### src/sv/ssd_pkg.sv
// ----------------------------------------------------------------------------
// ssd_pkg: shared types and constants for the servo status packet deframer
// Op codes, status codes, register indexes and the result record.
// ----------------------------------------------------------------------------
package ssd_pkg;

    localparam logic [1:0] OP_START = 2'd0;
    localparam logic [1:0] OP_BYTE  = 2'd1;
    localparam logic [1:0] OP_TICK  = 2'd2;

    localparam logic [2:0] ST_BUSY       = 3'd0;
    localparam logic [2:0] ST_OK         = 3'd1;
    localparam logic [2:0] ST_BAD_HEADER = 3'd2;
    localparam logic [2:0] ST_TOO_LONG   = 3'd3;
    localparam logic [2:0] ST_BAD_SUM    = 3'd4;
    localparam logic [2:0] ST_TIMEOUT    = 3'd5;

    localparam logic CFG_MAX_LEN = 1'b0;
    localparam logic CFG_TIMEOUT = 1'b1;

    localparam logic [7:0]  HDR_BYTE       = 8'hFF;
    localparam logic [8:0]  HDR_LEN        = 9'd4;
    localparam logic [8:0]  LEN_POS        = 9'd3;
    localparam logic [8:0]  MAX_LEN_RESET  = 9'd259;
    localparam logic [15:0] TIMEOUT_RESET  = 16'd100;
    localparam logic [8:0]  COUNT_MAX      = 9'h1FF;
    localparam logic [15:0] TICK_MAX       = 16'hFFFF;

    localparam int QUEUE_DEPTH = 2;

    typedef struct packed {
        logic [7:0] out_byte;
        logic [8:0] byte_pos;
        logic       done_res;
        logic [2:0] status;
        logic [8:0] frame_len;
    } res_t;

    typedef struct packed {
        logic valid;
        res_t res;
    } push_t;

endpackage

### src/sv/servo_status_packet_deframer_unit.sv
// ----------------------------------------------------------------------------
// servo_status_packet_deframer_unit: servo bus status packet receiver
// Checks header, length and checksum of a reply frame byte by byte.
// ----------------------------------------------------------------------------
// A start request arms the receiver; each byte request while armed returns one
// result (echo, position, status, frame length) and tick requests return a
// result only on timeout. One request is accepted per cycle until the result
// queue (QUEUE_DEPTH entries) fills, also while the output stalls; a result
// passes through the result queue and then the output register.
// Configuration writes are accepted every cycle.
module servo_status_packet_deframer_unit #(
    parameter int QUEUE_DEPTH = ssd_pkg::QUEUE_DEPTH
) (
    input  logic        clk,
    input  logic        rst_n,
    input  logic        in_valid,
    output logic        in_ready,
    input  logic [1:0]  op,
    input  logic [7:0]  rx_byte,
    output logic        out_valid,
    input  logic        out_ready,
    output logic [7:0]  out_byte,
    output logic [8:0]  byte_pos,
    output logic        done_res,
    output logic [2:0]  status,
    output logic [8:0]  frame_len,
    input  logic        cfg_valid,
    output logic        cfg_ready,
    input  logic        cfg_index,
    input  logic [15:0] cfg_data
);

    ssd_pkg::push_t push;
    ssd_pkg::res_t  head;
    ssd_pkg::res_t  res;
    logic           q_full;
    logic           q_empty;
    logic           pop;

    assign in_ready  = !q_full;
    assign cfg_ready = 1'b1;

    ssd_front u_front (
        .clk       (clk),
        .rst_n     (rst_n),
        .in_fire   (in_valid && in_ready),
        .op        (op),
        .rx_byte   (rx_byte),
        .cfg_fire  (cfg_valid && cfg_ready),
        .cfg_index (cfg_index),
        .cfg_data  (cfg_data),
        .push      (push)
    );

    ssd_queue #(
        .DEPTH (QUEUE_DEPTH)
    ) u_queue (
        .clk   (clk),
        .rst_n (rst_n),
        .push  (push),
        .pop   (pop),
        .head  (head),
        .full  (q_full),
        .empty (q_empty)
    );

    ssd_back u_back (
        .clk       (clk),
        .rst_n     (rst_n),
        .head      (head),
        .empty     (q_empty),
        .pop       (pop),
        .out_valid (out_valid),
        .out_ready (out_ready),
        .res       (res)
    );

    assign out_byte  = res.out_byte;
    assign byte_pos  = res.byte_pos;
    assign done_res  = res.done_res;
    assign status    = res.status;
    assign frame_len = res.frame_len;

`ifndef NO_ASSERTIONS
    // a result is never produced into a full queue
    a_no_overflow: assert property (@(posedge clk) disable iff (!rst_n)
        push.valid |-> !q_full)
        else $error("result pushed into full queue");

    // only a final result carries an end status
    a_done_status: assert property (@(posedge clk) disable iff (!rst_n)
        out_valid |-> (done_res == (status != ssd_pkg::ST_BUSY)))
        else $error("done flag and status disagree");

    // a good frame ends on its last byte
    a_ok_last: assert property (@(posedge clk) disable iff (!rst_n)
        (out_valid && status == ssd_pkg::ST_OK) |->
        (({1'b0, byte_pos} + 10'd1) == {1'b0, frame_len}))
        else $error("ok status away from frame end");
`endif

endmodule

### src/sv/ssd_front.sv
// ----------------------------------------------------------------------------
// ssd_front: request classification and frame tracking
// Decodes each accepted request, updates the reception state and builds
// the result record, if any, for the queue.
// ----------------------------------------------------------------------------
module ssd_front (
    input  logic                clk,
    input  logic                rst_n,
    input  logic                in_fire,
    input  logic [1:0]          op,
    input  logic [7:0]          rx_byte,
    input  logic                cfg_fire,
    input  logic                cfg_index,
    input  logic [15:0]         cfg_data,
    output ssd_pkg::push_t      push
);

    logic [8:0]  max_len_reg;
    logic [15:0] timeout_reg;
    logic        armed_reg, armed_next;
    logic [8:0]  byte_count_reg, byte_count_next;
    logic        header_good_reg, header_good_next;
    logic [8:0]  total_len_reg, total_len_next;
    logic [7:0]  sum_reg, sum_next;
    logic [15:0] ticks_reg, ticks_next;

    logic [8:0]  pos;
    logic [8:0]  len_cand;
    logic [8:0]  cur_len;
    logic        is_last;
    logic [15:0] ticks_inc;

    always_ff @(posedge clk or negedge rst_n) begin
        if (!rst_n) begin
            max_len_reg <= ssd_pkg::MAX_LEN_RESET;
            timeout_reg <= ssd_pkg::TIMEOUT_RESET;
        end
        else if (cfg_fire) begin
            case (cfg_index)
                ssd_pkg::CFG_MAX_LEN: max_len_reg <= cfg_data[8:0];
                ssd_pkg::CFG_TIMEOUT: timeout_reg <= cfg_data;
                default: ;
            endcase
        end
    end

    assign pos       = byte_count_reg;
    assign len_cand  = ssd_pkg::HDR_LEN + {1'b0, rx_byte};
    assign cur_len   = (pos == ssd_pkg::LEN_POS) ? len_cand : total_len_reg;
    // last byte of the frame: only from the length byte onward
    assign is_last   = (pos >= ssd_pkg::LEN_POS) &&
                       (({1'b0, pos} + 10'd1) == {1'b0, cur_len});
    assign ticks_inc = (ticks_reg != ssd_pkg::TICK_MAX) ? ticks_reg + 16'd1 : ticks_reg;

    always_comb begin
        armed_next       = armed_reg;
        byte_count_next  = byte_count_reg;
        header_good_next = header_good_reg;
        total_len_next   = total_len_reg;
        sum_next         = sum_reg;
        ticks_next       = ticks_reg;
        push             = '0;

        if (in_fire) begin
            case (op)
                ssd_pkg::OP_START: begin
                    armed_next       = 1'b1;
                    byte_count_next  = '0;
                    header_good_next = 1'b1;
                    total_len_next   = '0;
                    sum_next         = '0;
                    ticks_next       = '0;
                end
                ssd_pkg::OP_BYTE: begin
                    if (armed_reg) begin
                        if (byte_count_reg != ssd_pkg::COUNT_MAX)
                            byte_count_next = byte_count_reg + 9'd1;
                        push.valid        = 1'b1;
                        push.res.out_byte = rx_byte;
                        push.res.byte_pos = pos;
                        push.res.status   = ssd_pkg::ST_BUSY;
                        if (pos < 9'd2) begin
                            if (rx_byte != ssd_pkg::HDR_BYTE)
                                header_good_next = 1'b0;
                        end
                        else if (pos == ssd_pkg::LEN_POS && !header_good_reg) begin
                            push.res.done_res = 1'b1;
                            push.res.status   = ssd_pkg::ST_BAD_HEADER;
                        end
                        else begin
                            total_len_next     = cur_len;
                            push.res.frame_len = cur_len;
                            if (pos == ssd_pkg::LEN_POS && len_cand > max_len_reg) begin
                                push.res.done_res = 1'b1;
                                push.res.status   = ssd_pkg::ST_TOO_LONG;
                            end
                            else if (is_last) begin
                                push.res.done_res = 1'b1;
                                push.res.status   = (rx_byte == ~sum_reg) ?
                                                    ssd_pkg::ST_OK : ssd_pkg::ST_BAD_SUM;
                            end
                            else begin
                                sum_next = sum_reg + rx_byte;
                            end
                        end
                        if (push.res.done_res)
                            armed_next = 1'b0;
                    end
                end
                ssd_pkg::OP_TICK: begin
                    if (armed_reg) begin
                        ticks_next = ticks_inc;
                        if (ticks_inc > timeout_reg) begin
                            armed_next         = 1'b0;
                            push.valid         = 1'b1;
                            push.res.byte_pos  = byte_count_reg;
                            push.res.done_res  = 1'b1;
                            push.res.status    = ssd_pkg::ST_TIMEOUT;
                            push.res.frame_len = total_len_reg;
                        end
                    end
                end
                default: ;
            endcase
        end
    end

    always_ff @(posedge clk or negedge rst_n) begin
        if (!rst_n) begin
            armed_reg       <= 1'b0;
            byte_count_reg  <= '0;
            header_good_reg <= 1'b1;
            total_len_reg   <= '0;
            sum_reg         <= '0;
            ticks_reg       <= '0;
        end
        else begin
            armed_reg       <= armed_next;
            byte_count_reg  <= byte_count_next;
            header_good_reg <= header_good_next;
            total_len_reg   <= total_len_next;
            sum_reg         <= sum_next;
            ticks_reg       <= ticks_next;
        end
    end

endmodule

### src/sv/ssd_queue.sv
// ----------------------------------------------------------------------------
// ssd_queue: result queue between front and back
// Small register FIFO; full and empty flags steer both sides.
// ----------------------------------------------------------------------------
module ssd_queue #(
    parameter int DEPTH = ssd_pkg::QUEUE_DEPTH
) (
    input  logic                clk,
    input  logic                rst_n,
    input  ssd_pkg::push_t      push,
    input  logic                pop,
    output ssd_pkg::res_t       head,
    output logic                full,
    output logic                empty
);

    localparam int PW = (DEPTH > 1) ? $clog2(DEPTH) : 1;
    localparam int CW = $clog2(DEPTH + 1);
    localparam logic [PW-1:0] LAST = PW'(DEPTH - 1);

    ssd_pkg::res_t   mem_reg [DEPTH];
    logic [PW-1:0]   wr_ptr_reg, wr_ptr_next;
    logic [PW-1:0]   rd_ptr_reg, rd_ptr_next;
    logic [CW-1:0]   count_reg, count_next;
    logic            do_push;
    logic            do_pop;

    assign full    = (count_reg == CW'(DEPTH));
    assign empty   = (count_reg == '0);
    assign do_push = push.valid && !full;
    assign do_pop  = pop && !empty;
    assign head    = mem_reg[rd_ptr_reg];

    always_comb begin
        wr_ptr_next = wr_ptr_reg;
        rd_ptr_next = rd_ptr_reg;
        count_next  = count_reg;
        if (do_push)
            wr_ptr_next = (wr_ptr_reg == LAST) ? '0 : wr_ptr_reg + PW'(1);
        if (do_pop)
            rd_ptr_next = (rd_ptr_reg == LAST) ? '0 : rd_ptr_reg + PW'(1);
        if (do_push && !do_pop)
            count_next = count_reg + CW'(1);
        else if (do_pop && !do_push)
            count_next = count_reg - CW'(1);
    end

    always_ff @(posedge clk) begin
        if (do_push)
            mem_reg[wr_ptr_reg] <= push.res;
    end

    always_ff @(posedge clk or negedge rst_n) begin
        if (!rst_n) begin
            wr_ptr_reg <= '0;
            rd_ptr_reg <= '0;
            count_reg  <= '0;
        end
        else begin
            wr_ptr_reg <= wr_ptr_next;
            rd_ptr_reg <= rd_ptr_next;
            count_reg  <= count_next;
        end
    end

endmodule

### src/sv/ssd_back.sv
// ----------------------------------------------------------------------------
// ssd_back: result delivery
// Output register fed from the queue; reloads, if the queue holds a result,
// whenever the held result is taken or the register is empty.
// ----------------------------------------------------------------------------
module ssd_back (
    input  logic                clk,
    input  logic                rst_n,
    input  ssd_pkg::res_t       head,
    input  logic                empty,
    output logic                pop,
    output logic                out_valid,
    input  logic                out_ready,
    output ssd_pkg::res_t       res
);

    logic          valid_reg;
    ssd_pkg::res_t res_reg;

    assign pop       = !empty && (!valid_reg || out_ready);
    assign out_valid = valid_reg;
    assign res       = res_reg;

    always_ff @(posedge clk or negedge rst_n) begin
        if (!rst_n)
            valid_reg <= 1'b0;
        else if (pop)
            valid_reg <= 1'b1;
        else if (out_ready)
            valid_reg <= 1'b0;
    end

    always_ff @(posedge clk) begin
        if (pop)
            res_reg <= head;
    end

endmodule
### config.mk
export PLATFORM = sky130hd
export DESIGN_NAME = servo_status_packet_deframer_unit
export DESIGN_NICKNAME = d
export VERILOG_FILES = /design/src/sv/ssd_pkg.sv /design/src/sv/servo_status_packet_deframer_unit.sv /design/src/sv/ssd_front.sv /design/src/sv/ssd_queue.sv /design/src/sv/ssd_back.sv
export SDC_FILE = /design/constraint.sdc
export NUM_CORES = 1
export LEC_CHECK = 0
export BUFFER_PORTS_ARGS = -buffer_cell sky130_fd_sc_hd__buf_2
export CORE_MARGIN = 2
export CORE_UTILIZATION = 40
export CTS_CLUSTER_SIZE = 28
export DETAILED_ROUTE_END_ITERATION = 10
export GPL_ROUTABILITY_DRIVEN = 1
export HOLD_SLACK_MARGIN = 0.02
export SYNTH_ARGS = -nofsm -noshare
export SYNTH_HDL_FRONTEND = slang
export SYNTH_SLANG_ARGS = --single-unit
### constraint.sdc
create_clock -name clk -period 10.7 [get_ports clk]
set_input_delay 2.14 -clock clk [delete_from_list [all_inputs] [get_ports clk]]
set_output_delay 2.14 -clock clk [all_outputs]
set_load 0.005 [all_outputs]
==> flow_summary.toml, run 1 <==
[run_status]
status = "finished clean"

[timing]
grt_setup_unrepaired = "no"
setup_violations = 0
skew_ns = 0.009407
min_period_ns = 4.927
timing.final.crit_share_pct = 46.05
slew_headroom_pct = 24.90
tightest_slew_ns = 1.125
timing.fmax_mhz = 203.0
final-hold-violation-count = 0
setup_ws_ns = 5.773
drv_slew = 0
fin_tns_setup_ns = 0

[global_route]
gr-total-overflow = 0
antenna_found_initial = 0
grt_pass1_vias = 5529
grt_max_degree = 75
grt.total_usage_pct = 16.59
grt_pass1_wl_um = 28710

[die]
dieArea_um2 = 21960
core_area_um2 = 20300
rows = 52
initial_core_util_pct = 40.97
io_pins = 65
die_y_um = 148.2
die_w_um = 148.2

[worst_hold_path]
worstHoldStart = "u_front.header_good_reg"
min_to = "u_front.header_good_reg"
hold_class = "register to register"
holdPathStages = 2

[placed_design]
place_area_um2 = 8914
place_ws_ns = 5.358
port_buffers = 63
dp_hpwl_um = 12420
globalplace.congestion = 0.8848

[routing]
drt_first_pass_iters = 4
vias_per_cell = 5.326
drt_iter0_markers = 364
vias = 5539
ant_nets = 0
drc = 0
wire_per_inst_um = 16.89
drt-total-wl_um = 17570

[synth]
yosys_most_used_dff = "edfxtp_1"
synth_compound_area_share_pct = 11.24
synth_top_family_by_area = "simple AND/OR/NAND/NOR gates"
netlist_top_cells_count = "edfxtp_1, dfrtp_1, mux2_2"
ys_types = 56
ys_seq_area_share_pct = 54.87
synth_warnings = 0
postSynthCellCount = 693
netlist_area_um2 = 8317
synthAdderAreaFrac_pct = 6.409
yosysTopAreaCellShare_pct = 32.50
synthXorXnorAreaFrac_pct = 4.107
synth_simple_gate_area_share_pct = 11.61
avgSynthCellArea_um2 = 12.00
synth-edff-count = 90
synth_area_leaders = "edfxtp_1, dfrtp_1, mux2_2"
synth_mux_area_share_pct = 8.620
ys_seq_elements = 164
async_flop_share_pct = 45.12
yosysMostFrequentCell = "edfxtp_1"
syn_nets = 767
yosysTopAreaCell = "edfxtp_1"

[worst_setup_path]
cp.arrival_ns = 5.24
path_cells = "buf_2 -> ha_1 -> xor2_1 -> ha_1 -> a21o_1 -> a21o_1 -> a21o_1 -> a2111oi_0 -> nor4_1 -> a31o_1 -> mux2_4 -> a22o_1"
cp-end-kind = "register"
crit_path_max_incr_delay_ns = 0.42
r2r_cells = 16
critPathRequiredTime_ns = 11.01
critPathKind = "input pin to register"
worstReg2RegStart = "u_front.ticks_reg[0]"
crit_family = "compound AO/OA/AOI/OAI gates"
critPathMaxFanout = 9
regToRegSetupSlack_ns = 5.82
slowest_stage = "a31o_1"
cp_common_cell = "a21o_1"
crit_buf_inv = 1
cp-start-kind = "input pin"
r2r_end = "u_queue.mem_reg[1][3]"

[layout]
antenna_cells = 0
final_nets = 832
design_area_um2 = 9442
area_delta_synth_final_pct = 13.52
utilization_pct = 46.51
drive_gt1_share_pct = 21.95
largest_reg_flops = 60

[clock_network]
post_cts_resized = 0
htreeDepth = 4
hold_buffers = 0
cts_tree = "built"
cts_max_path_buffers = 2
cts.sinks = 164
clk_pin_slew_ns = 0.06
cts_made_buffers = 17
post_cts_buffers = 0
clk_latency_ns = 0.42
ctsRootBufferMaster = "clkbuf_16"

[pwr]
irDropWorstVdd_mv = 0.1231
power_density_nw_per_um2 = 210.2
total_leakage_power_nw = 3.964

[job]
drv_cap = 0
## worst max path at each step
stage                                  endpoint  slack, ns  cells after the start                  from
after floorplan           u_queue.mem_reg[0][0]       5.84                     16  u_front.ticks_reg[0]
after global placement       u_front.sum_reg[1]       5.53                     12            rx_byte[2]
after detailed placement     u_front.sum_reg[1]       5.36                     12            rx_byte[2]
after CTS                    u_front.sum_reg[1]       5.80                     12            rx_byte[2]
after global routing      u_queue.mem_reg[1][3]       5.40                     16  u_front.ticks_reg[0]
final                        u_front.sum_reg[1]       5.77                     12            rx_byte[2]
## through the flow
step | instances | hold WS (ns) | total power, mW
2_1_floorplan | 693 | 0.4555 | 1.275
3_3_place_gp | 1009 | 0.4752 | 1.429
3_5_place_dp | 1009 | 0.4823 | 1.446
4_1_cts | 1040 | 0.4909 | 2.005
5_1_grt | 1040 | 0.5124 | 2.106
6_report | 1040 | 0.4873 | 1.984
## worst reg2reg max path: cells and delay by family (launching register included)
family          cells  cell delay [ns]
compound gates      2             0.71
xor+xnor            1             0.17
fa+ha+maj           2             0.52
buf+inv             1             0.40
flops               1             0.42
simple gates       10             2.29
## cell type report
class	instances	area (um2)
inverters	41	153.9
flip-flops and latches	164	4563
fillers	1899	10860
clock inverters	13	98.84
well taps	270	337.8
repair buffers	69	360.3
clock buffers	18	429.2
multi-input cells	465	3498
## cell usage in the layout, fill, tap and decap left out, types with 3 or more instances in the layout
cell,count
and3_1,8
xor2_1,16
and2_1,20
ha_1,41
clkinv_2,3
nand2_1,41
nand3_1,23
mux2_4,7
nor2b_1,6
o31ai_1,3
clkbuf_16,17
edfxtp_1,90
xnor2_1,23
dfstp_2,7
nand2b_1,4
nor3_1,19
nor2_1,40
a22o_1,48
mux2_2,49
a21o_1,10
inv_6,5
nor4_1,5
inv_1,41
o21ai_0,31
or3_1,5
nand4_1,8
o21a_1,5
a21oi_1,17
dfrtp_1,67
buf_2,63
buf_4,6
mux2i_1,6
## where the power goes
group	switching (mW)	leakage, nW	internal, mW
combinational	0.274	1.93	0.258
clock	0.256	0.261	0.299
sequential	0.0855	1.77	0.812
## logic make-up after synthesis
logic type | after synthesis
AO/OA/AOI/OAI | 130
XOR/XNOR | 39
adder cells (fa/ha/maj) | 42
buffers and inverters | 64
flip-flops | 164
multiplexers | 62
other | 1
AND/OR/NAND/NOR | 191
## routing by layer
metal,GRT usage (%),vias to the layer above,routed length (um)
met3,3.098,19,730
met2,27.48,126,8467
met4,5.238,0,323
li1,-,2665,-
met1,22.19,2729,8046
met5,0,-,0
Power figures use the tool's default switching activity.
==> run 2, diff against run 1 <==
clock period = 5.1 ns   (was 10.7 ns; I/O delays follow)
==> run 2 against run 1 <==
First-iteration DRC count is 24% lower. Hold slack better by 0.015 ns. Non-clock buffer count unchanged. Count of clock-buffer cells in the layout grew 4. Clock skew is 0.0014 ns lower. Die area unchanged. Core utilization up 0.13 points. Largest cell class unchanged.
==> flow_summary.toml, run 2 (synthesized netlist as in run 1, its figures left out) <==
[run_status]
status = "finished clean"

[timing]
hold-worst-slack_ns = 0.5024
tightest_slew_ns = 1.258
setup_violations = 0
setup_ws_ns = 0.5421
skew_ns = 0.008044
timing.fmax_mhz = 219.4
final-hold-violation-count = 0
slew_headroom_pct = 16.16
min_period_ns = 4.558
drv_slew = 0
timing.final.crit_share_pct = 89.37
grt_setup_unrepaired = "no"
fin_tns_setup_ns = 0

[worst_setup_path]
cp_common_cell = "nor3_1"
cp-start-kind = "register"
cp-end-kind = "register"
crit_path_max_incr_delay_ns = 0.56
regToRegSetupSlack_ns = 0.54
crit_buf_inv = 1
path_cells = "ha_1 -> and2_1 -> nand4_1 -> or3_1 -> nand2b_1 -> nor3_1 -> xor2_1 -> ha_1 -> and3_1 -> nand4_1 -> a211oi_1 -> nor3_1 -> nor3_1 -> o211a_1 -> nor2b_2 -> buf_4"
critPathKind = "register to register"
cp.depth = 16
cp.arrival_ns = 4.64
critPathRequiredTime_ns = 5.18
slowest_stage = "or3_1"
crit_family = "simple AND/OR/NAND/NOR gates"
r2r_cells = 16
critPathMaxFanout = 30
endpoint = "u_queue.mem_reg[0][26]"
cp-startpoint = "u_front.ticks_reg[0]"
r2r_end = "u_queue.mem_reg[0][26]"
worstReg2RegStart = "u_front.ticks_reg[0]"

[layout]
antenna_cells = 0
layout_commonest_cell = "edfxtp_1"
utilization_pct = 46.64
drive_gt1_share_pct = 21.66
final_cells = 1041
fillCellCount = 1901
area_delta_synth_final_pct = 13.84
largest_reg_flops = 60
design_area_um2 = 9468
final_nets = 832
final_cell_mix = "edfxtp_1, dfrtp_1, buf_2, mux2_2, a22o_1"

[clock_network]
post_cts_resized = 0
cts_tree = "built"
hold_buffers = 0
post_cts_buffers = 0
htreeDepth = 4
ctsRootBufferMaster = "clkbuf_16"
clk_pin_slew_ns = 0.06
cts_max_path_buffers = 2
cts.sinks = 164
clk_latency_ns = 0.42
cts_made_buffers = 17

[worst_hold_path]
hold_class = "register to register"
worstHoldStart = "u_queue.wr_ptr_reg"

[routing]
vias = 5563
drt-total-wl_um = 17710
wire_per_inst_um = 17.01
drc = 0
drt_iter0_markers = 278
drt_first_pass_iters = 4
vias_per_cell = 5.344
ant_nets = 0

[pwr]
internal_power_mw = 2.934
power_density_nw_per_um2 = 446.3
power.share.switching_pct = 30.57
total_leakage_power_nw = 3.956
power.total_mw = 4.225
irDropWorstVdd_mv = 0.2407
clockPowerShare_pct = 28.9
p_sw_mw = 1.291
share_seq_of_total_power_pct = 45.4
power_frac_comb_pct = 25.8

[placed_design]
dp_cells = 1009
port_buffers = 63
dp_hpwl_um = 12670
place_ws_ns = 0.5761
globalplace.congestion = 0.8959
place_area_um2 = 8914

[die]
core_area_um2 = 20300
die_y_um = 148.2
initial_core_util_pct = 40.97
dieArea_um2 = 21960
die_w_um = 148.2
rows = 52
io_pins = 65

[job]
drv_cap = 0

[global_route]
grt_pass1_wl_um = 28940
gr-total-overflow = 0
grt_max_degree = 45
antenna_found_initial = 0
grt.total_usage_pct = 16.74
grt_pass1_vias = 5623
==> run 2: changes by cell type in the layout (fill, tap and decap cells not counted), sizes merged <==
cell      before  now
clkinv         6    1
clkbuf        18   22
clkinvlp       1    5
inv           47   44
bufinv         0    1
==> run 2: power groups by stage <==
stage	clock network, mW	registers [mW]	logic, mW
after global placement	0	1.93	1.07
final	1.22	1.92	1.09
after detailed placement	0	1.94	1.08
after global routing	1.30	1.96	1.20
after CTS	1.25	1.92	1.09
after floorplan	0	1.86	0.814
==> run 2: cell type report <==
type	instances	area [um2]	area share (%)
timing repair buffer	69	360.3	3.806
sequential	164	4563	48.20
multi-input combinational	465	3498	36.95
clock inverter	10	100.1	1.057
inverter	41	153.9	1.625
clock buffer	22	454.2	4.797
tap	270	337.8	3.568
==> run 2: layer usage <==
| layer | up-vias | track usage, % | part of all wire [%] |
|---|---|---|---|
| li1 | 2667 | - | - |
| met1 | 2721 | 22.21 | 46 |
| met2 | 149 | 27.34 | 48 |
| met3 | 26 | 3.466 | 4.5 |
| met4 | 0 | 6.048 | 1.7 |
| met5 | - | 0 | 0 |
==> run 2: how the worst min path moves through the flow <==
stage | endpoint | slack (ns) | cells past startpoint
6_report | u_queue.wr_ptr_reg | 0.50 | 1
5_1_grt | u_queue.wr_ptr_reg | 0.53 | 1
4_1_cts | u_front.header_good_reg | 0.50 | 2
3_5_place_dp | u_front.header_good_reg | 0.49 | 2
3_3_place_gp | u_front.header_good_reg | 0.48 | 2
2_1_floorplan | u_queue.wr_ptr_reg | 0.46 | 1
==> run 3, diff against run 2 <==
clock period = 5.7 ns   (was 5.1 ns; I/O delays follow)
==> run 3 against run 2 <==
Cell count is essentially flat. Global-route usage grew 0.15 points. Non-clock buffer count grew 1. Clock skew grew 0.0015 ns. Critical path type unchanged. Largest power group unchanged.
==> flow_summary.toml, run 3 (synthesized netlist as in run 1, its figures left out) <==
[pwr]
irDropWorstVdd_mv = 0.2474
power.share.switching_pct = 30.68
share_seq_of_total_power_pct = 44.8
total_leakage_power_nw = 4.001
power_density_nw_per_um2 = 404.2
power_frac_comb_pct = 25.0
clockPowerShare_pct = 30.2
p_sw_mw = 1.180
internal_power_mw = 2.666

[clock_network]
cts_tree = "built"
cts.sinks = 164
clk_pin_slew_ns = 0.07
post_cts_buffers = 0
cts_max_path_buffers = 2
cts_made_buffers = 17
ctsRootBufferMaster = "clkbuf_16"
htreeDepth = 4
clk_latency_ns = 0.43
post_cts_resized = 0
hold_buffers = 0

[worst_setup_path]
critPathKind = "register to register"
r2r_cells = 16
endpoint = "u_queue.mem_reg[0][15]"
cp-start-kind = "register"
critPathRequiredTime_ns = 5.77
cp.arrival_ns = 4.66
r2r_end = "u_queue.mem_reg[0][15]"
worstReg2RegStart = "u_front.ticks_reg[0]"
cp-end-kind = "register"
regToRegSetupSlack_ns = 1.11
critPathMaxFanout = 30
cp-startpoint = "u_front.ticks_reg[0]"

[timing]
tightest_slew_ns = 1.192
fin_tns_setup_ns = 0
grt_setup_unrepaired = "no"
drv_slew = 0
slew_headroom_pct = 20.48
min_period_ns = 4.588
timing.fmax_mhz = 218.0
hold-worst-slack_ns = 0.4943
setup_violations = 0
final-hold-violation-count = 0
timing.final.crit_share_pct = 80.49
skew_ns = 0.009576

[global_route]
top_usage_layer = "met2"
grt.total_usage_pct = 16.89
grtUsageMet2_pct = 27.80
antenna_found_initial = 0
grt_max_degree = 75
grt_pass1_wl_um = 29190
grt_pass1_vias = 5692
gr-total-overflow = 0
grtUsageMet3_pct = 3.221
use_met1_pct = 22.40

[routing]
vias_per_cell = 5.329
ant_nets = 0
drc = 0
vias = 5553
drt-total-wl_um = 17760
wire_per_inst_um = 17.04
drt_iter0_markers = 352
drt_first_pass_iters = 5

[placed_design]
globalplace.congestion = 0.8769
port_buffers = 63
dp_hpwl_um = 12380

[worst_hold_path]
hold_class = "register to register"

[die]
dieArea_um2 = 21960
io_pins = 65
die_y_um = 148.2
rows = 52
core_area_um2 = 20300
die_w_um = 148.2
initial_core_util_pct = 40.97

[layout]
drive_gt1_share_pct = 22.41
final_cell_mix = "edfxtp_1, dfrtp_1, buf_2, mux2_2, a22o_1"
antenna_cells = 0
layout_commonest_cell = "edfxtp_1"
area_delta_synth_final_pct = 14.40
final_nets = 833
largest_reg_flops = 60

[run_status]
status = "finished clean"

[job]
drv_cap = 0
## run 3: cell count changes in the layout (fill, tap and decap cells not counted), sizes merged
cell / before / now
bufinv: 1 / 2
buf: 69 / 70
inv: 44 / 49
clkbuf: 22 / 18
clkinvlp: 5 / 0
clkinv: 1 / 4
## run 3: worst min path at each step
stage / from / depth (start not counted) / end
3_3_place_gp: u_front.header_good_reg / 2 / u_front.header_good_reg
5_1_grt: u_front.timeout_reg[3] / 1 / u_front.timeout_reg[3]
6_report: u_front.header_good_reg / 2 / u_front.header_good_reg
4_1_cts: u_front.header_good_reg / 2 / u_front.header_good_reg
3_5_place_dp: u_front.header_good_reg / 2 / u_front.header_good_reg
2_1_floorplan: u_queue.wr_ptr_reg / 1 / u_queue.wr_ptr_reg
## run 3: power groups by stage
stage	combinational (mW)	sequential, mW	clock [mW]
4_1_cts	0.979	1.72	1.18
3_3_place_gp	0.953	1.73	0
6_report	0.963	1.72	1.16
2_1_floorplan	0.728	1.67	0
5_1_grt	1.08	1.76	1.23
3_5_place_dp	0.970	1.75	0
## run 3: layer usage
metal / vias to the layer above / share of wire [%]
met4: 0 / 2.2
met1: 2732 / 46
li1: 2671 / -
met5: - / 0
met2: 127 / 48
met3: 23 / 3.7
## run 3: cell type report
cell class              instances  area (um2)
fillers                      1874       10790
well taps                     270       337.8
clock buffers                  18       429.2
multi-input cells             465        3498
clock inverters                14       162.7
repair buffers                 70       367.9
inverters                      41       153.9
flip-flops and latches        164        4564
## run 3: critical path: stages, from the launching register on
cell	delay, ns
dfrtp_1	0.42
ha_1	0.19
and2_1	0.20
nand4_1	0.19
or3_1	0.56
nand2b_1	0.19
nor3_1	0.07
xor2_1	0.16
ha_1	0.31
and3_1	0.15
nand4_1	0.14
a211oi_1	0.24
nor3_1	0.11
nor3_1	0.24
o211a_1	0.42
nor2b_2	0.21
buf_4	0.40
## run 3: per-stage QoR
stage,instances,utilization (%),power [mW],cell area (um2),setup slack [ns]
CTS,1042,46.86,3.885,9513,1.083
global route,1042,46.87,4.067,9514,0.6876
finish,1042,46.87,3.845,9514,1.112
global placement,1010,43.95,2.685,8921,1.200
floorplan,693,-,2.394,8317,0.8365
detailed placement,1010,43.95,2.716,8921,1.104
